===== config.mk =====
export PLATFORM = sky130hd
export DESIGN_NAME = r2q_div
export DESIGN_NICKNAME = d
export VERILOG_FILES = /design/src/rtl/r2q_pkg.sv /design/src/rtl/r2q_div.sv
export SDC_FILE = /design/constraint.sdc
export NUM_CORES = 2
export LEC_CHECK = 0
export ABC_CLOCK_PERIOD_IN_PS = 4500
export BUFFER_PORTS_ARGS = -buffer_cell sky130_fd_sc_hd__buf_2
export CAP_MARGIN = 40
export CELL_PAD_IN_SITES_DETAIL_PLACEMENT = 0
export CELL_PAD_IN_SITES_GLOBAL_PLACEMENT = 1
export CORE_MARGIN = 2
export CORE_UTILIZATION = 53
export CTS_CLUSTER_DIAMETER = 60
export DETAILED_ROUTE_END_ITERATION = 16
export HOLD_SLACK_MARGIN = 0.03
export PLACE_DENSITY_LB_ADDON = 0.1
export SYNTH_ARGS = -nofsm -noshare
export SYNTH_HDL_FRONTEND = slang
export SYNTH_SLANG_ARGS = --single-unit

===== constraint.sdc =====
create_clock -name clock -period 4.5 [get_ports clock]
set_input_delay 0.45 -clock clock [delete_from_list [all_inputs] [get_ports clock]]
set_output_delay 0.45 -clock clock [all_outputs]
set_load 0.02 [all_outputs]

===== src/rtl/r2q_pkg.sv =====
// Shared types, widths and helper functions for the rotation matrix to quaternion core.
// No dependencies; the prep, sqrt, div and top-level rtl files import this package.
`default_nettype none
package r2q_pkg;

   localparam int FRAC_BITS = 14;
   localparam int DATA_W    = 16;
   localparam int MAT_N     = 9;
   localparam int LANES     = 3;
   localparam int DIFF_W    = DATA_W + 2;
   localparam int RADS_W    = DATA_W + 3;
   localparam int RAD_W     = 32;
   localparam int ROOT_W    = RAD_W / 2;
   localparam int REM_W     = ROOT_W + 2;
   localparam int QUO_W     = 16;
   localparam int DEN_W     = ROOT_W + 1;
   localparam int NUM_W     = RAD_W;
   localparam int PREM_W    = DEN_W + 1;

   localparam logic signed [RADS_W-1:0] ONE_FX = RADS_W'(2 ** FRAC_BITS);
   localparam logic [QUO_W-1:0] SAT_POS = 16'h7FFF;
   localparam logic [QUO_W-1:0] SAT_NEG = 16'h8000;

   typedef enum logic [1:0] {
      AXIS_X = 2'd0,
      AXIS_Y = 2'd1,
      AXIS_Z = 2'd2
   } axis_type;

   typedef enum logic [1:0] {
      SLOT_W = 2'd0,
      SLOT_X = 2'd1,
      SLOT_Y = 2'd2,
      SLOT_Z = 2'd3
   } slot_type;

   // element r*3+c in bits [16*(r*3+c) +: 16]
   typedef logic [MAT_N-1:0][DATA_W-1:0] mat_type;

   typedef struct packed {
      logic                          bad;
      slot_type                      slot;
      logic [LANES-1:0][DIFF_W-1:0]  diff;
   } side_type;

   typedef struct packed {
      side_type          side;
      logic [RAD_W-1:0]  rad;
   } prep_type;

   typedef struct packed {
      side_type           side;
      logic [ROOT_W-1:0]  root;
   } root_type;

   typedef struct packed {
      logic                          bad;
      slot_type                      slot;
      logic [ROOT_W-1:0]             half;
      logic [LANES-1:0][QUO_W-1:0]   quot;
      logic [LANES-1:0]              ovf;
      logic [LANES-1:0]              neg;
   } quot_type;

   function automatic axis_type next_axis(axis_type a);
      axis_type n;
      case (a)
         AXIS_X:  n = AXIS_Y;
         AXIS_Y:  n = AXIS_Z;
         AXIS_Z:  n = AXIS_X;
         default: n = AXIS_X;
      endcase
      return n;
   endfunction

   function automatic logic signed [DATA_W-1:0] elem(mat_type m, axis_type r, axis_type c);
      logic [3:0] idx;
      idx = 4'(r) * 4'd3 + 4'(c);
      return $signed(m[idx]);
   endfunction

endpackage
`default_nettype wire


===== src/rtl/r2q_div.sv =====
// Three-lane restoring divider: |d| * 2^FRAC_BITS / (2S), rounded, one quotient bit a stage.
// Depends on r2q_pkg.
`default_nettype none
module r2q_div (
   input  logic               clock,
   input  logic               reset,
   input  logic               adv,
   input  logic               in_valid,
   input  r2q_pkg::root_type  in_root,
   output logic               out_valid,
   output r2q_pkg::quot_type  out_quot
);
   import r2q_pkg::*;

   localparam int NST = QUO_W + 1;

   typedef struct packed {
      logic              bad;
      slot_type          slot;
      logic [ROOT_W-1:0] half;
      logic [DEN_W-1:0]  den;
      logic [LANES-1:0]  ovf;
      logic [LANES-1:0]  neg;
   } meta_type;

   logic                         v_ff    [NST];
   meta_type                     meta_ff [NST];
   logic [LANES-1:0][PREM_W-1:0] prem_ff [NST];
   logic [LANES-1:0][QUO_W-1:0]  nlow_ff [NST];
   logic [LANES-1:0][QUO_W-1:0]  quot_ff [NST];

   // setup: magnitude, rounded numerator, overflow test
   meta_type                     meta_in;
   logic [LANES-1:0][PREM_W-1:0] prem_in;
   logic [LANES-1:0][QUO_W-1:0]  nlow_in;
   logic signed [DIFF_W-1:0]     dv;
   logic [DIFF_W-1:0]            mag;
   logic [NUM_W-1:0]             num;

   always_comb begin
      meta_in.bad  = in_root.side.bad;
      meta_in.slot = in_root.side.slot;
      meta_in.half = ROOT_W'(((ROOT_W + 1)'(in_root.root) + 1'b1) >> 1);
      meta_in.den  = {in_root.root, 1'b0};
      for (int l = 0; l < LANES; l++) begin
         dv  = $signed(in_root.side.diff[l]);
         mag = (dv < 0) ? DIFF_W'(-dv) : DIFF_W'(dv);
         num = (NUM_W'(mag) << FRAC_BITS) + NUM_W'(in_root.root);
         meta_in.neg[l] = (dv < 0);
         meta_in.ovf[l] = (DEN_W'(num[NUM_W-1:QUO_W]) >= meta_in.den);
         prem_in[l] = PREM_W'(num[NUM_W-1:QUO_W]);
         nlow_in[l] = num[QUO_W-1:0];
      end
   end

   always_ff @(posedge clock) begin
      if (reset) begin
         v_ff[0] <= 1'b0;
      end else if (adv) begin
         v_ff[0] <= in_valid;
      end
      if (adv) begin
         meta_ff[0] <= meta_in;
         prem_ff[0] <= prem_in;
         nlow_ff[0] <= nlow_in;
         quot_ff[0] <= '0;
      end
   end

   for (genvar t = 1; t < NST; t++) begin : g_stage
      logic [LANES-1:0][PREM_W-1:0] p_in;
      logic [LANES-1:0][QUO_W-1:0]  q_in;
      logic [PREM_W-1:0]            p_sh;
      logic                         ge;

      always_comb begin
         for (int l = 0; l < LANES; l++) begin
            p_sh    = {prem_ff[t-1][l][PREM_W-2:0], nlow_ff[t-1][l][QUO_W-1]};
            ge      = (p_sh >= PREM_W'(meta_ff[t-1].den));
            p_in[l] = ge ? (p_sh - PREM_W'(meta_ff[t-1].den)) : p_sh;
            q_in[l] = {quot_ff[t-1][l][QUO_W-2:0], ge};
         end
      end

      always_ff @(posedge clock) begin
         if (reset) begin
            v_ff[t] <= 1'b0;
         end else if (adv) begin
            v_ff[t] <= v_ff[t-1];
         end
         if (adv) begin
            meta_ff[t] <= meta_ff[t-1];
            prem_ff[t] <= p_in;
            quot_ff[t] <= q_in;
            for (int l = 0; l < LANES; l++) begin
               nlow_ff[t][l] <= nlow_ff[t-1][l] << 1;
            end
         end
      end
   end

   assign out_valid     = v_ff[NST-1];
   assign out_quot.bad  = meta_ff[NST-1].bad;
   assign out_quot.slot = meta_ff[NST-1].slot;
   assign out_quot.half = meta_ff[NST-1].half;
   assign out_quot.quot = quot_ff[NST-1];
   assign out_quot.ovf  = meta_ff[NST-1].ovf;
   assign out_quot.neg  = meta_ff[NST-1].neg;

endmodule
`default_nettype wire


# Word level (Yosys, flattened, before mapping)
# Memories as Yosys holds them, arrays and structs flattened.
# Cells that the tools add are included.
# Widths: inputs -> output; s select.
# totals
n_memories,5
ramBits,3281
inputBits,77
reg_bits,0
out_inout_bits,74
# classes
addsub,55
bitwise_logic,17
order_cmp,54
mux,74
# memory_table
name,words,width,rd,rd_clocked_by_memory_dff,wr,line_no,text
prem_ff,17,54,16,0,17,r2q_div.sv:28,logic [LANES-1:0][PREM_W-1:0] prem_ff [NST];
nlow_ff,17,48,16,0,17,r2q_div.sv:29,logic [LANES-1:0][QUO_W-1:0] nlow_ff [NST];
quot_ff,17,48,17,0,17,r2q_div.sv:30,logic [LANES-1:0][QUO_W-1:0] quot_ff [NST];
meta_ff,17,42,17,0,17,r2q_div.sv:27,meta_type meta_ff [NST];
v_ff,17,1,17,0,17,r2q_div.sv:26,logic v_ff [NST];
# ops
cell,n
$mux 18,51
$ge 18x17->1,48
$sub 18x17->18,48
$add 32x16->32,3
$lt 18x1->1 const B,3
$neg 18->18,3
$ge 16x17->1,3
$mux 1,23
$add 16x1->17 const B,1
$or 1x1->1,17

# Depth between registers and ports, before layout
# depth
ltp_word,4
depth_mapped,20
ltp_nobuf,20

# Least setup slack after synthesis
# Ideal clock, no wire load.
# synth_path
path_type,input to register
start,input in_root[69] in the netlist's numbering
end,"memory meta_ff[0][5] in the netlist's numbering, data pin"
cell_stages,19
slack_ps,527
t_required_ps,4233
t_arrival_ps,3706
setup_time_ps,267
cell_sequence,buf_2 buf_1 o21ai_0 ha_1 a21oi_1 a2111oi_2 and2b_1 nand2_1 or3_1 xor2_1 ha_1 a21o_1 a21o_1 a21oi_1 nor2b_1 o21ai_0 nand2b_1 a21oi_1 o32ai_1
# synth_rtl
item,line_no,text
from (decl),r2q_div.sv:9,"input r2q_pkg::root_type in_root,"
to (decl),r2q_div.sv:27,

==> metrics.cfg <==
[grt]
overflow = 0
antenna_found_initial = 2
grt_usage_pct = 25.9
grt_max_degree = 179
grt_pass1_wl_mm = 392
grt_pass1_vias = 66800

[clock_network]
post_cts_buffers = 0
cts-root-buf = clkbuf_16
h-tree-depth = 4
cts_sinks = 1889
clk_latency_ps = 860
numCtsBuffers = 210
clockBufferDepth = 3
cts_tree = done
clk_pin_slew_ps = 60

[drt]
totalWireLength_mm = 258
vias = 68400
routed_via_density = 5.87
wl_per_cell_um = 22.2
drc_errors = 0
antenna_left = 0
drt_first_pass_iters = 6
drtIter0Drc = 4825

[synth]
netlist_top_cells_area = edfxtp_1, ha_1, o21ai_0, xnor2_1, a21oi_1
syn_area_per_cell_um2 = 12.0
synth.most_common_cell = edfxtp_1
ys_warn_count = 0
synth.cell_area_um2 = 103000
postSynth.asyncResetShare_pct = 0
syn_nets = 9530
synth.distinct_cells = 102
synth-seq-cells = 1889
synth_flop_cell = edfxtp_1
synth-edff-count = 1889
ys_seq_area_share_pct = 55.0
synth_top_area_share_pct = 55.0
synth_common_cells = edfxtp_1, ha_1, nand2_1, o21ai_0, a21oi_1
yosysTopAreaCell = edfxtp_1
synthCells = 8609

[setup_path]
path_cells = dlygate4sd3_1, buf_2, inv_1, ha_1, nand2_1, o21ai_0, ha_1, a21oi_1, a2111oi_2, and2b_1, nand2_1, or3_1, xor2_1, ha_1, a21o_1, a21o_1, a21oi_1, nor2b_1, o21ai_0, nand2b_1, a21oi_1, o32ai_1
start_kind = input port
crit_buf_inv = 3
crit_path_top_delay_cell = dlygate4sd3_1
crit_required_ps = 5090
worstPathArrival_ps = 4540
crit_type = in2reg
cp_top_family = compound AO/OA/AOI/OAI gates
cpPeakStageDelay_ps = 520
crit_fanout = 4
cp-end-kind = flip-flop
rrSetupSlack_ps = 730

[finish]
n_fill_cell = 15500
multi_input_area_um2 = 43900
num-nets-final = 9867
regArea_um2 = 56700
final_util_pct = 59.6
area_delta_synth_final_pct = 11.5
drive_gt1_share_pct = 9.88

[die]
rows = 161
dieWidth_um = 445
die-area_um2 = 198000
core_area_um2 = 193000
start_util_pct = 53.4
ios = 151
die_h_um = 445

[power_and_ir_drop]
p_seq_share_pct = 36.4
p_comb_share_pct = 41.5
cellLeakagePower_nw = 44.8
swShare_pct = 37.3
p_sw_mw = 29.8
clkPwrFrac_pct = 22.1
power_density_nw_per_um2 = 695
p_int_mw = 50.1
irDropWorstVdd_uv = 430

[sta]
fin_crit_ps = 3950
rsz0062_at_grt = no
fmaxAchievable_ghz = 0.253
worstMarginPinSlew_ps = 1030
setup_violations = 0
drv_slew = 0
hold_viol = 0
skew_ps = 31.9
min_period_over_period_pct = 87.7
maxSlewHeadroom_pct = 31.0
fin_tns_setup_ps = 0

[flow_run]
maxCapViolCount = 0

[placed_design]
dpl.hpwl_mm = 198
finalWeightedCongestion = 0.918
port-buffer-count = 150

[min_path]
hp-class = in2reg

[run_status]
status = finished clean

## final cells by class
cell class / count / area share, %
Multi-Input combinational cell: 6062 / 38.2
Antenna cell: 2 / 0.00435
Timing Repair Buffer: 291 / 1.78
Sequential cell: 1889 / 49.3
Clock buffer: 236 / 4.66
Tap cell: 2526 / 2.75
Inverter: 492 / 1.61
Clock inverter: 157 / 1.67
## power groups by stage
stage	combinational (mW)	sequential (mW)	clock, mW
4_1_cts	33.0	29.1	18.1
2_1_floorplan	24.6	27.4	0
3_5_place_dp	32.8	29.5	0
6_report	33.2	29.1	17.6
5_1_grt	36.9	29.4	18.8
3_3_place_gp	32.3	29.4	0
## kinds of logic after synthesis
| kind of cell | after synthesis | synth area share [%] |
|---|---|---|
| compound gates | 2180 | 13.4 |
| mux | 264 | 2.82 |
| fa+ha+maj | 844 | 10.6 |
| simple gates | 2155 | 10.4 |
| buf+inv | 658 | 2.48 |
| xor+xnor | 619 | 5.26 |
| flops | 1889 | 55.0 |
## flip-flops by register name, indices dropped and copies added, names as in the netlist
name / count
meta_ff: 535
nlow_ff: 142
prem_ff: 787
v_ff: 17
quot_ff: 408
## per-stage QoR
| step | worst slack, ps | instances | hold WS, ps | cell area [um2] | total power [mW] |
|---|---|---|---|---|---|
| CTS | 603 | 11700 | 46.6 | 115000 | 80.2 |
| floorplan | 527 | 8609 | 400 | 103000 | 52.0 |
| finish | 554 | 11700 | 95.6 | 115000 | 79.9 |
| detailed placement | 236 | 11200 | 405 | 107000 | 62.2 |
| global placement | 165 | 11200 | 400 | 107000 | 61.8 |
| global route | 198 | 11700 | 91.9 | 115000 | 85.0 |
## final timing paths
check / from / end / cells past startpoint
worst min-delay path: in_root[30] / prem_ff[0][12] / 2
worst min register to register: quot_ff[0][338] / quot_ff[0][387] / 0
worst max-delay path: in_root[52] / meta_ff[0][5] / 22
worst max register to register: prem_ff[0][576] / prem_ff[0][628] / 11
## routing by layer
metal  global-route usage [%]  part of all wire, %
met1                     32.7                   42
met3                     2.98                  3.7
met4                     8.94                  3.5
met2                     46.0                   51
met5                        0                    0
## cells in the final DEF (no fill, tap or decap), types with 48 or more instances in the layout
master and instances:
nand2b_1 113, mux2_2 207, xnor2_1 347, a21o_1 270
o21bai_1 48, buf_4 98, buf_2 149, o21ai_0 643
nand4_1 116, a211oi_1 88, nor2b_1 172, clkbuf_16 210
o21a_1 78, inv_1 490, fa_1 48, or3_1 72
xor2_1 272, nor3_1 196, nand2_1 673, a31oi_1 60
nand3_1 144, o31ai_1 65, nor2_1 375, ha_1 796
a21oi_1 530, mux2i_1 55, edfxtp_1 1889
## repair_timing
action                    CTS  global route
gates resized for setup     0             0
hold buffers               27             0
hold endpoints to repair   48             0
Power figures use the tool's default switching activity.
