## src/rtl/r2q_pkg.sv

```systemverilog
// Shared types, widths and helper functions for the rotation matrix to quaternion core.
// No dependencies; the prep, sqrt, div and top-level rtl files import this package.
`default_nettype none
package r2q_pkg;

   localparam int FRAC_BITS = 14;
   localparam int DATA_W    = 16;
   localparam int MAT_N     = 9;
   localparam int LANES     = 3;
   localparam int DIFF_W    = DATA_W + 2;
   localparam int RADS_W    = DATA_W + 3;
   localparam int RAD_W     = 32;
   localparam int ROOT_W    = RAD_W / 2;
   localparam int REM_W     = ROOT_W + 2;
   localparam int QUO_W     = 16;
   localparam int DEN_W     = ROOT_W + 1;
   localparam int NUM_W     = RAD_W;
   localparam int PREM_W    = DEN_W + 1;

   localparam logic signed [RADS_W-1:0] ONE_FX = RADS_W'(2 ** FRAC_BITS);
   localparam logic [QUO_W-1:0] SAT_POS = 16'h7FFF;
   localparam logic [QUO_W-1:0] SAT_NEG = 16'h8000;

   typedef enum logic [1:0] {
      AXIS_X = 2'd0,
      AXIS_Y = 2'd1,
      AXIS_Z = 2'd2
   } axis_type;

   typedef enum logic [1:0] {
      SLOT_W = 2'd0,
      SLOT_X = 2'd1,
      SLOT_Y = 2'd2,
      SLOT_Z = 2'd3
   } slot_type;

   // element r*3+c in bits [16*(r*3+c) +: 16]
   typedef logic [MAT_N-1:0][DATA_W-1:0] mat_type;

   typedef struct packed {
      logic                          bad;
      slot_type                      slot;
      logic [LANES-1:0][DIFF_W-1:0]  diff;
   } side_type;

   typedef struct packed {
      side_type          side;
      logic [RAD_W-1:0]  rad;
   } prep_type;

   typedef struct packed {
      side_type           side;
      logic [ROOT_W-1:0]  root;
   } root_type;

   typedef struct packed {
      logic                          bad;
      slot_type                      slot;
      logic [ROOT_W-1:0]             half;
      logic [LANES-1:0][QUO_W-1:0]   quot;
      logic [LANES-1:0]              ovf;
      logic [LANES-1:0]              neg;
   } quot_type;

   function automatic axis_type next_axis(axis_type a);
      axis_type n;
      case (a)
         AXIS_X:  n = AXIS_Y;
         AXIS_Y:  n = AXIS_Z;
         AXIS_Z:  n = AXIS_X;
         default: n = AXIS_X;
      endcase
      return n;
   endfunction

   function automatic logic signed [DATA_W-1:0] elem(mat_type m, axis_type r, axis_type c);
      logic [3:0] idx;
      idx = 4'(r) * 4'd3 + 4'(c);
      return $signed(m[idx]);
   endfunction

endpackage
`default_nettype wire

```

## src/rtl/r2q_sqrt.sv

```systemverilog
// Floor square root, one result bit per pipeline stage, side data carried alongside.
// Depends on r2q_pkg.
`default_nettype none
module r2q_sqrt (
   input  logic               clock,
   input  logic               reset,
   input  logic               adv,
   input  logic               in_valid,
   input  r2q_pkg::prep_type  in_prep,
   output logic               out_valid,
   output r2q_pkg::root_type  out_root
);
   import r2q_pkg::*;

   logic              v_ff    [ROOT_W];
   logic [REM_W-1:0]  rem_ff  [ROOT_W];
   logic [ROOT_W-1:0] root_ff [ROOT_W];
   logic [RAD_W-1:0]  rad_ff  [ROOT_W];
   side_type          side_ff [ROOT_W];

   for (genvar s = 0; s < ROOT_W; s++) begin : g_stage
      logic              pv;
      logic [REM_W-1:0]  prem;
      logic [ROOT_W-1:0] proot;
      logic [RAD_W-1:0]  prad;
      side_type          pside;
      logic [REM_W-1:0]  rem_sh, test;
      logic              ge;
      logic [REM_W-1:0]  rem_in;
      logic [ROOT_W-1:0] root_in;

      if (s == 0) begin : g_first
         assign pv    = in_valid;
         assign prem  = '0;
         assign proot = '0;
         assign prad  = in_prep.rad;
         assign pside = in_prep.side;
      end else begin : g_next
         assign pv    = v_ff[s-1];
         assign prem  = rem_ff[s-1];
         assign proot = root_ff[s-1];
         assign prad  = rad_ff[s-1];
         assign pside = side_ff[s-1];
      end

      always_comb begin
         rem_sh  = {prem[REM_W-3:0], prad[RAD_W-1 -: 2]};
         test    = {proot, 2'b01};
         ge      = (rem_sh >= test);
         rem_in  = ge ? (rem_sh - test) : rem_sh;
         root_in = {proot[ROOT_W-2:0], ge};
      end

      always_ff @(posedge clock) begin
         if (reset) begin
            v_ff[s] <= 1'b0;
         end else if (adv) begin
            v_ff[s] <= pv;
         end
         if (adv) begin
            rem_ff[s]  <= rem_in;
            root_ff[s] <= root_in;
            rad_ff[s]  <= prad << 2;
            side_ff[s] <= pside;
         end
      end
   end

   assign out_valid     = v_ff[ROOT_W-1];
   assign out_root.root = root_ff[ROOT_W-1];
   assign out_root.side = side_ff[ROOT_W-1];

endmodule
`default_nettype wire

```

## config.mk

```make
export PLATFORM = sky130hd
export DESIGN_NAME = r2q_sqrt
export DESIGN_NICKNAME = d
export VERILOG_FILES = /design/src/rtl/r2q_pkg.sv /design/src/rtl/r2q_sqrt.sv
export SDC_FILE = /design/constraint.sdc
export NUM_CORES = 1
export LEC_CHECK = 0
export BUFFER_PORTS_ARGS = -buffer_cell sky130_fd_sc_hd__buf_4
export CAP_MARGIN = 0
export CORE_UTILIZATION = 45
export CTS_CLUSTER_DIAMETER = 150
export DETAILED_ROUTE_END_ITERATION = 10
export GPL_ROUTABILITY_DRIVEN = 1
export GPL_TIMING_DRIVEN = 1
export PLACE_DENSITY = 0.64
export SLEW_MARGIN = 20
export SYNTH_ARGS = -nofsm -noshare
export SYNTH_HDL_FRONTEND = slang
export SYNTH_SLANG_ARGS = --single-unit
```

## constraint.sdc

```tcl
create_clock -name clock -period 2.8 [get_ports clock]
set_clock_uncertainty 0.1 [all_clocks]
set_input_delay 0.56 -clock clock [delete_from_list [all_inputs] [get_ports clock]]
set_output_delay 0.56 -clock clock [all_outputs]
set_load 0.02 [all_outputs]
```

# Word level (Yosys, flattened, before mapping)
# Memories as Yosys holds them, arrays and structs flattened.
# Index checks and enable logic that the tools add are counted.
[totals]
regBits = 0
ramBits = 1952
in_bits = 93
output_inout_bits = 74
wordCells = 91
mem_count = 5
[op_classes]
n_addsub = 16
order_cmp = 16
muxes = 38
bitwise = 16
[memory_table]
columns = ["name", "words", "width", "read_ports", "rd_clocked_by_memory_dff", "wr", "line", "source"]
rows = [
  ["side_ff", 16, 57, 16, 0, 16, "r2q_sqrt.sv:19", "side_type side_ff [ROOT_W];"],
  ["rad_ff", 16, 30, 15, 0, 16, "r2q_sqrt.sv:18", "logic [RAD_W-1:0] rad_ff [ROOT_W];"],
  ["rem_ff", 16, 18, 15, 0, 16, "r2q_sqrt.sv:16", "logic [REM_W-1:0] rem_ff [ROOT_W];"],
  ["root_ff", 16, 16, 16, 0, 16, "r2q_sqrt.sv:17", "logic [ROOT_W-1:0] root_ff [ROOT_W];"],
  ["v_ff", 16, 1, 16, 0, 16, "r2q_sqrt.sv:15", "logic v_ff [ROOT_W];"],
]
[ops]
columns = ["operator", "n"]
rows = [
  ["2-to-1 mux 18 bit", 16],
  [">= comparator 18 bit", 15],
  ["subtractor 18 bit", 15],
  ["2-to-1 mux 1 bit", 22],
  ["bitwise OR 1 bit", 16],
  ["subtractor 2 x 1 -> 3 bit (second input constant)", 1],
  [">= comparator 2 x 1 -> 1 bit (second input constant)", 1],
]

# Logic depth before layout (Yosys ltp)
# Gate-level depths: netlist (run 1).
[depth]
ltp_word = 4
mapped_depth = 10
ltp_nobuf = 9

# Least setup slack after synthesis (run 1)
# OpenSTA, ideal clock, no wires.
[synth_path]
kind = "reg2reg"
startpoint = "memory rem_ff[1][97] (netlist name)"
endpoint = "memory rem_ff[1][116] (netlist name) (data pin)"
setup_time_ps = 262
arrival_time_ps = 2517
required_time_ps = 2438
slack_ps = -79
path_stages_with_launch = 10
n_path_buf = 2
synth_period_minus_slack_ps = 2879
cell_sequence = "edfxtp_1 -> ha_1 -> buf_2 -> nand4_1 -> or3_1 -> o31ai_2 -> nor2_1 -> a21oi_4 -> buf_6 -> mux2_1"
[synth_lines]
columns = ["element", "line"]
rows = [
  ["from (decl)", "r2q_sqrt.sv:16"],
]

==> reports/results.ini, run 1 <==
[sta]
clock.fmax_mhz=363
setup_viol=0
tightest_slew_ns=0.596
min_period_over_period=0.984
finalSetupTns_ns=0
maxSlewViolCount=0
finalHoldViolCount=0
setup_slack_ns=0.0460
finalCriticalPeriod_ns=2.75
slew_headroom=0.603

[critical_path]
cpPeakStageDelay_ns=0.44
crit_required_ns=3.20
path_max_fanout=15
r2r_setup_slack_ns=0.05
end_kind=flop
r2r_cells=8
path_delay_family=simple AND/OR/NAND/NOR gates
slowest_stage=edfxtp_1
worst-path-buf-inv=1
path_class=flop to flop
worstPathArrival_ns=3.15
worst_setup_path_start_kind=flop
cp_num_cells=8
path_cells=ha_4 > nand4_1 > or3_4 > o21ai_1 > and4b_2 > nor2_4 > buf_12 > mux2_2

[clock_network]
cts_num_sinks=1528
clock_path_buffers=3
root_buffer=clkbuf_16
cts_made_buffers=157
clk_pin_slew_ns=0.06
clock_latency_ns=0.76
cts_max_level=4
cts_tree=yes

[synthesis]
synthSimpleGateAreaFrac=0.0459
synth_xor_area_frac=0.0236
synth_mux_area_frac=0.0160
synth_area_um2=56000
synth_compound_area_frac=0.0456
synth_cell_types=81
yosysTopAreaCellShare=0.820
yosys.area_share.adder=0.0340
synth_top_family_by_area=simple AND/OR/NAND/NOR gates
synth.most_common_cell=edfxtp_1
synth_common_cells=1528 x edfxtp_1, 181 x inv_1, 152 x ha_1
synthFlopType=edfxtp_1
synth_warnings=0
avgSynthCellArea_um2=18.6
synth_fp_nets=3260
netlist_instances=3015
synth-seq-cells=1528
async_flop_share=0
synth_area_leaders=edfxtp_1 82%, ha_1 3.4%, xnor2_1 1.4%
yosysSeqAreaShare=0.820
synth_edf_count=1528
synth_top_area_cell=edfxtp_1

[placement]
port_buffers=166
dpl-instance-area_um2=60400
dp_cells=4907
gp_congestion=0.845
dp_slack_ns=-0.0268
hpwl_mm=48.1

[cells_and_area]
antennaDiodeCount=0
nets=3774
syn_to_final_growth_pct=19.1
layout.cells.non_filler=5287
final.fill_count=9627
fin_util=0.540
layout-drive-gt1-share=0.175
finalInstanceArea_um2=66600

[detailed_routing]
wirelength_mm=78.1
via_per_inst=4.86
wl_per_cell_um=14.8
drc_errors=0
first_pass_iters=7
route.antenna.remaining_nets=0
vias=25700
initialDrtViolationCount=1439

[global_routing]
grt_pass1_vias=26000
grt_antenna_before_repair=0
overflow=0
grt_max_degree=115
grt_pass1_wl_mm=127
grtUsageTotal=0.125

[outcome]
status=completed

[floorplanning]
core_area_um2=123000
dieArea_um2=126000
core.rowCount=129
dieWidth_um=355
initial_core_util=0.453
ios=167
die_height_um=355

[power]
power.leakage_nw=24.3
p_per_area_nw_per_um2=799
max-vdd-ir-drop_v=0.000659

[job]
drv_cap=0

[hold_path]
hold_class=input pin to flop
holdPathStages=1

[cell type report]
class,instances,area [um2],area share
clock buffer,188,4130,0.0620
clock inverter,92,956,0.0143
inverter,182,683,0.0103
multi-input combinational,1270,9440,0.142
sequential,1528,45900,0.688
tap,1637,2050,0.0307
timing repair buffer,390,3500,0.0526
[cell families (layout without fill, tap and decap cells)]
group,after synthesis,after routing
DFF,1528,1528
buffers and inverters,217,852
and+or+nand+nor,491,491
other,1,1
muxes,80,80
xor gates and xnor gates,151,151
AOI/OAI and AO/OA,395,395
adders and majority gates,152,152
[final timing paths]
kind,startpoint,end
max,rem_ff[1][79],rem_ff[1][102]
min,adv,side_ff[0][11]
max reg2reg,rem_ff[1][79],rem_ff[1][102]
min reg2reg,side_ff[11][37],side_ff[12][37]
[stage by stage]
step | power, W | hold WS, ns
floorplan | 0.0314 | 0.300
global route | 0.0556 | 0.131
detailed placement | 0.0334 | 0.305
CTS | 0.0539 | 0.119
global placement | 0.0332 | 0.300
finish | 0.0532 | 0.176
[metal layers]
metal  global-route usage  vias up  wire length, um
met4               0.0609        0             3000
met3               0.0326      199             3350
li1                     -    12600                -
met5                    0        -                0
met2                0.213      439            39100
met1                0.147    12400            32700
[layout by cell type, fill, tap and decap left out, types with 11 or more instances in the layout]
cell type      Yosys  final
edfxtp_1        1528   1528
buf_4              1    271
inv_1            181    181
clkbuf_16          0    161
ha_1             152    146
nor2_1           121    120
a21oi_1          115    113
xnor2_1           91     91
dlygate4sd3_1      0     91
o21ai_0           89     85
nand2_1           84     84
mux2_2            62     62
xor2_1            60     60
o21a_1            41     41
nor3_1            38     37
nand3_1           38     36
clkinv_1           1     36
and2_1            27     27
clkbuf_1          22     27
buf_12             0     26
a21o_1            25     25
clkinv_2           0     25
nand4_1           23     23
nor4_1            23     21
nand2b_1          20     20
nor2b_1           21     20
or3_1             20     16
and3_1            16     15
a211oi_1          15     13
bufinv_16          0     13
o21bai_1          11     11
[power by group]
group	total (W)	internal, W	switching, W
combinational	0.00504	0.00241	0.00263
clock	0.0201	0.0118	0.00835
sequential	0.0281	0.0274	0.000692
[flip-flops by register name, indices dropped and copies added (netlist names)]
| name | cells |
|---|---|
| side_ff | 912 |
| rad_ff | 240 |
| rem_ff | 224 |
| root_ff | 136 |
| v_ff | 16 |
[what timing repair did]
item | CTS | global route
gates cloned | 0 | 0
buffers inserted | 1 | 8
hold endpoints to repair | 91 | 0
setup endpoints to repair | 12 | 81
hold buffers | 91 | 0
pin swaps | 1 | 4
gates resized for setup | 3 | 38
(Power assumes the default switching activity.)
==> run 2: changes to the inputs <==
--- a/config.mk
+++ b/config.mk
@@ -7,6 +7,7 @@
 export LEC_CHECK = 0
 export BUFFER_PORTS_ARGS = -buffer_cell sky130_fd_sc_hd__buf_4
 export CAP_MARGIN = 0
+export CORE_MARGIN = 2
 export CORE_UTILIZATION = 45
 export CTS_CLUSTER_DIAMETER = 150
 export DETAILED_ROUTE_END_ITERATION = 10
==> run 2 against run 1 <==
Worst hold slack worse by 0.045 ns. Total power up 1.3%. Highest routed layer unchanged. First-iteration DRC count rose by 22%. Clock power grew 2%. Sequential power is essentially flat. Critical path depth did not move. Combinational power grew 5.2%. Sequential share of layout area down 0.43 points. Clock-buffer cell count up 7. Critical path type unchanged. Design area is 0.62% higher. Via count is 1.1% higher.
==> reports/results.ini, run 2 (synthesized netlist as in run 1, its figures left out) <==
[outcome]
status=completed

[cells_and_area]
top_regs=side_ff x912, rad_ff x240, rem_ff x224
multi_input_area_um2=9490  ; +0.54%
seq_area_um2=45900  ; unchanged
largest_reg_flops=912  ; unchanged
nets=3796  ; +0.58%
final.fill_count=9673  ; +0.48%
final_common_cell=edfxtp_1
largest-register=side_ff
syn_to_final_growth_pct=19.8
antennaDiodeCount=0  ; unchanged
layout_common_cells=1528 x edfxtp_1, 287 x buf_4, 181 x inv_1
layout-drive-gt1-share=0.182  ; +0.00682

[floorplanning]
dieWidth_um=357  ; +0.56%
dieArea_um2=127000  ; +1.1%
core_area_um2=124000  ; +0.13%
ios=167  ; unchanged
initial_core_util=0.453  ; -0.000592
die_height_um=357  ; +0.56%
core.rowCount=129  ; unchanged

[power]
power_frac_seq=0.521  ; -0.006
power_frac_clock=0.381  ; +0.003
switchingPower_w=0.0118  ; +1.4%
p_int_w=0.0421  ; +1.3%
p_per_area_nw_per_um2=804  ; +0.67%
p_comb_frac=0.098  ; +0.003
max-vdd-ir-drop_v=0.000700  ; +6.3%
p_sw_frac=0.220  ; +0.000234
power.leakage_nw=24.5  ; +0.96%
power_w=0.0539  ; +1.3%

[sta]
setup_viol=0  ; unchanged
maxSlewViolCount=0  ; unchanged
clock.fmax_mhz=366  ; +0.87%
slew_headroom=0.514  ; -0.0892
finalHoldViolCount=0  ; unchanged
setup_slack_ns=0.0696  ; +0.0236 ns
tightest_slew_ns=0.728  ; +0.132 ns
min_period_over_period=0.975  ; -0.00844
grt_setup_unrepaired=true
finalCriticalPeriod_ns=2.73  ; -0.0236 ns

[detailed_routing]
first_pass_iters=8  ; +1
initialDrtViolationCount=1755  ; +22%
via_per_inst=4.89  ; +0.58%
wirelength_mm=79.8  ; +2.1%
drc_errors=0  ; unchanged
vias=26000  ; +1.1%
route.antenna.remaining_nets=0  ; unchanged
wl_per_cell_um=15.0  ; +1.6%

[hold_path]
holdPathStages=1  ; unchanged
hold_class=input pin to flop
hp-start=adv
hold_end=side_ff[1][44]

[clock_network]
cts_tree=yes
cts_made_buffers=157  ; unchanged
clock_latency_ns=0.76  ; about the same
cts_num_sinks=1528  ; unchanged
cts_max_level=4  ; unchanged
clk_pin_slew_ns=0.06  ; about the same
root_buffer=clkbuf_16
clock_path_buffers=3  ; unchanged

[global_routing]
use_met2=0.209  ; -0.00386
grt_pass1_vias=26500  ; +1.8%
gr-usage-met3=0.0322  ; -0.000371
grt_max_degree=107  ; -7.0%
top_usage_layer=met2
grt_antenna_before_repair=1  ; +1
overflow=0  ; unchanged
grt_use_met1=0.155  ; +0.00779
grt_pass1_wl_mm=130  ; +2.3%
grtUsageTotal=0.127  ; +0.00179

[placement]
port_buffers=166  ; unchanged
dp_slack_ns=-0.0154  ; +0.0114 ns
hpwl_mm=49.4  ; +2.8%
gp_congestion=0.837  ; -0.95%

[critical_path]
startpoint=rem_ff[1][74]
cpPeakStageDelay_ns=0.42  ; -0.02 ns
worstPathArrival_ns=3.13  ; -0.02 ns
reg2reg_from=rem_ff[1][74]
worst-path-buf-inv=1  ; unchanged
path_max_fanout=13  ; -2
regToRegEndpoint=rem_ff[1][101]
r2r_cells=8  ; unchanged
path_delay_family=simple AND/OR/NAND/NOR gates
slowest_stage=edfxtp_1
worst_setup_path_start_kind=flop
end_kind=flop
path_cells=ha_2 > nand2_1 > or3_4 > o21ai_4 > and4b_2 > nor2_4 > buf_12 > mux2_2
r2r_setup_slack_ns=0.07  ; +0.02 ns
crit_required_ns=3.20  ; about the same
path_class=flop to flop

[job]
drv_cap=0  ; unchanged

==> run 2: changes by cell type in the layout (fill, tap and decap cells not counted), moves of 6 or more <==
cell	delta
mux2_4	+12
buf_4	+16
mux2_1	-6
mux2_2	-6
buf_12	+6
clkbuf_1	+7
==> run 2: stage by stage <==
step                      instances  hold slack [ns]  setup TNS [ns]  cell area [um2]   util
after floorplan                3015            0.300               0            56000      -
after global placement         4929            0.300               0            60600  0.490
after detailed placement       4929            0.305         -0.0358            60600  0.490
after CTS                      5306           0.0880               0            66800  0.540
after global routing           5315            0.108          -0.293            67100  0.542
final                          5315            0.131               0            67100  0.542
==> run 2: timing repair <==
action                                  CTS  global route
endpoints found under the setup margin   11            84
hold buffers                             91             0
pin swaps                                 0             9
endpoints found under the hold margin    91             0
setup buffers                             0             8
resized for setup                         2            48
cloned                                    0             1
==> run 2: final cells by class <==
class | count | share of cell area
Tap cell | 1637 | 0.0305
Timing Repair Buffer | 412 | 0.0560
Multi-Input combinational cell | 1270 | 0.142
Sequential cell | 1528 | 0.684
Clock buffer | 195 | 0.0620
Clock inverter | 91 | 0.0155
Inverter | 182 | 0.0102
==> run 2: worst max path at each step <==
stage,to,cells after the start,slack (ns)
after global placement,rem_ff[1][65],9,0.06
after global routing,rem_ff[1][110],8,-0.03
after CTS,rem_ff[1][101],8,0.005
after floorplan,rem_ff[1][100],9,0.01
after detailed placement,rem_ff[1][76],8,-0.02
final,rem_ff[1][101],8,0.07
==> run 2: power by group through the flow <==
| stage | clock network (W) | logic, W | registers (W) |
|---|---|---|---|
| 3_3_place_gp | 0 | 0.00480 | 0.0285 |
| 5_1_grt | 0.0222 | 0.00591 | 0.0283 |
| 3_5_place_dp | 0 | 0.00490 | 0.0286 |
| 4_1_cts | 0.0213 | 0.00504 | 0.0281 |
| 6_report | 0.0205 | 0.00530 | 0.0281 |
| 2_1_floorplan | 0 | 0.00306 | 0.0284 |
==> run 2: metal layers <==
metal	wire, um	vias to the layer above
met1	33800	12600
met2	39200	487
met4	3240	0
met3	3550	214
li1	-	12700
met5	0	-
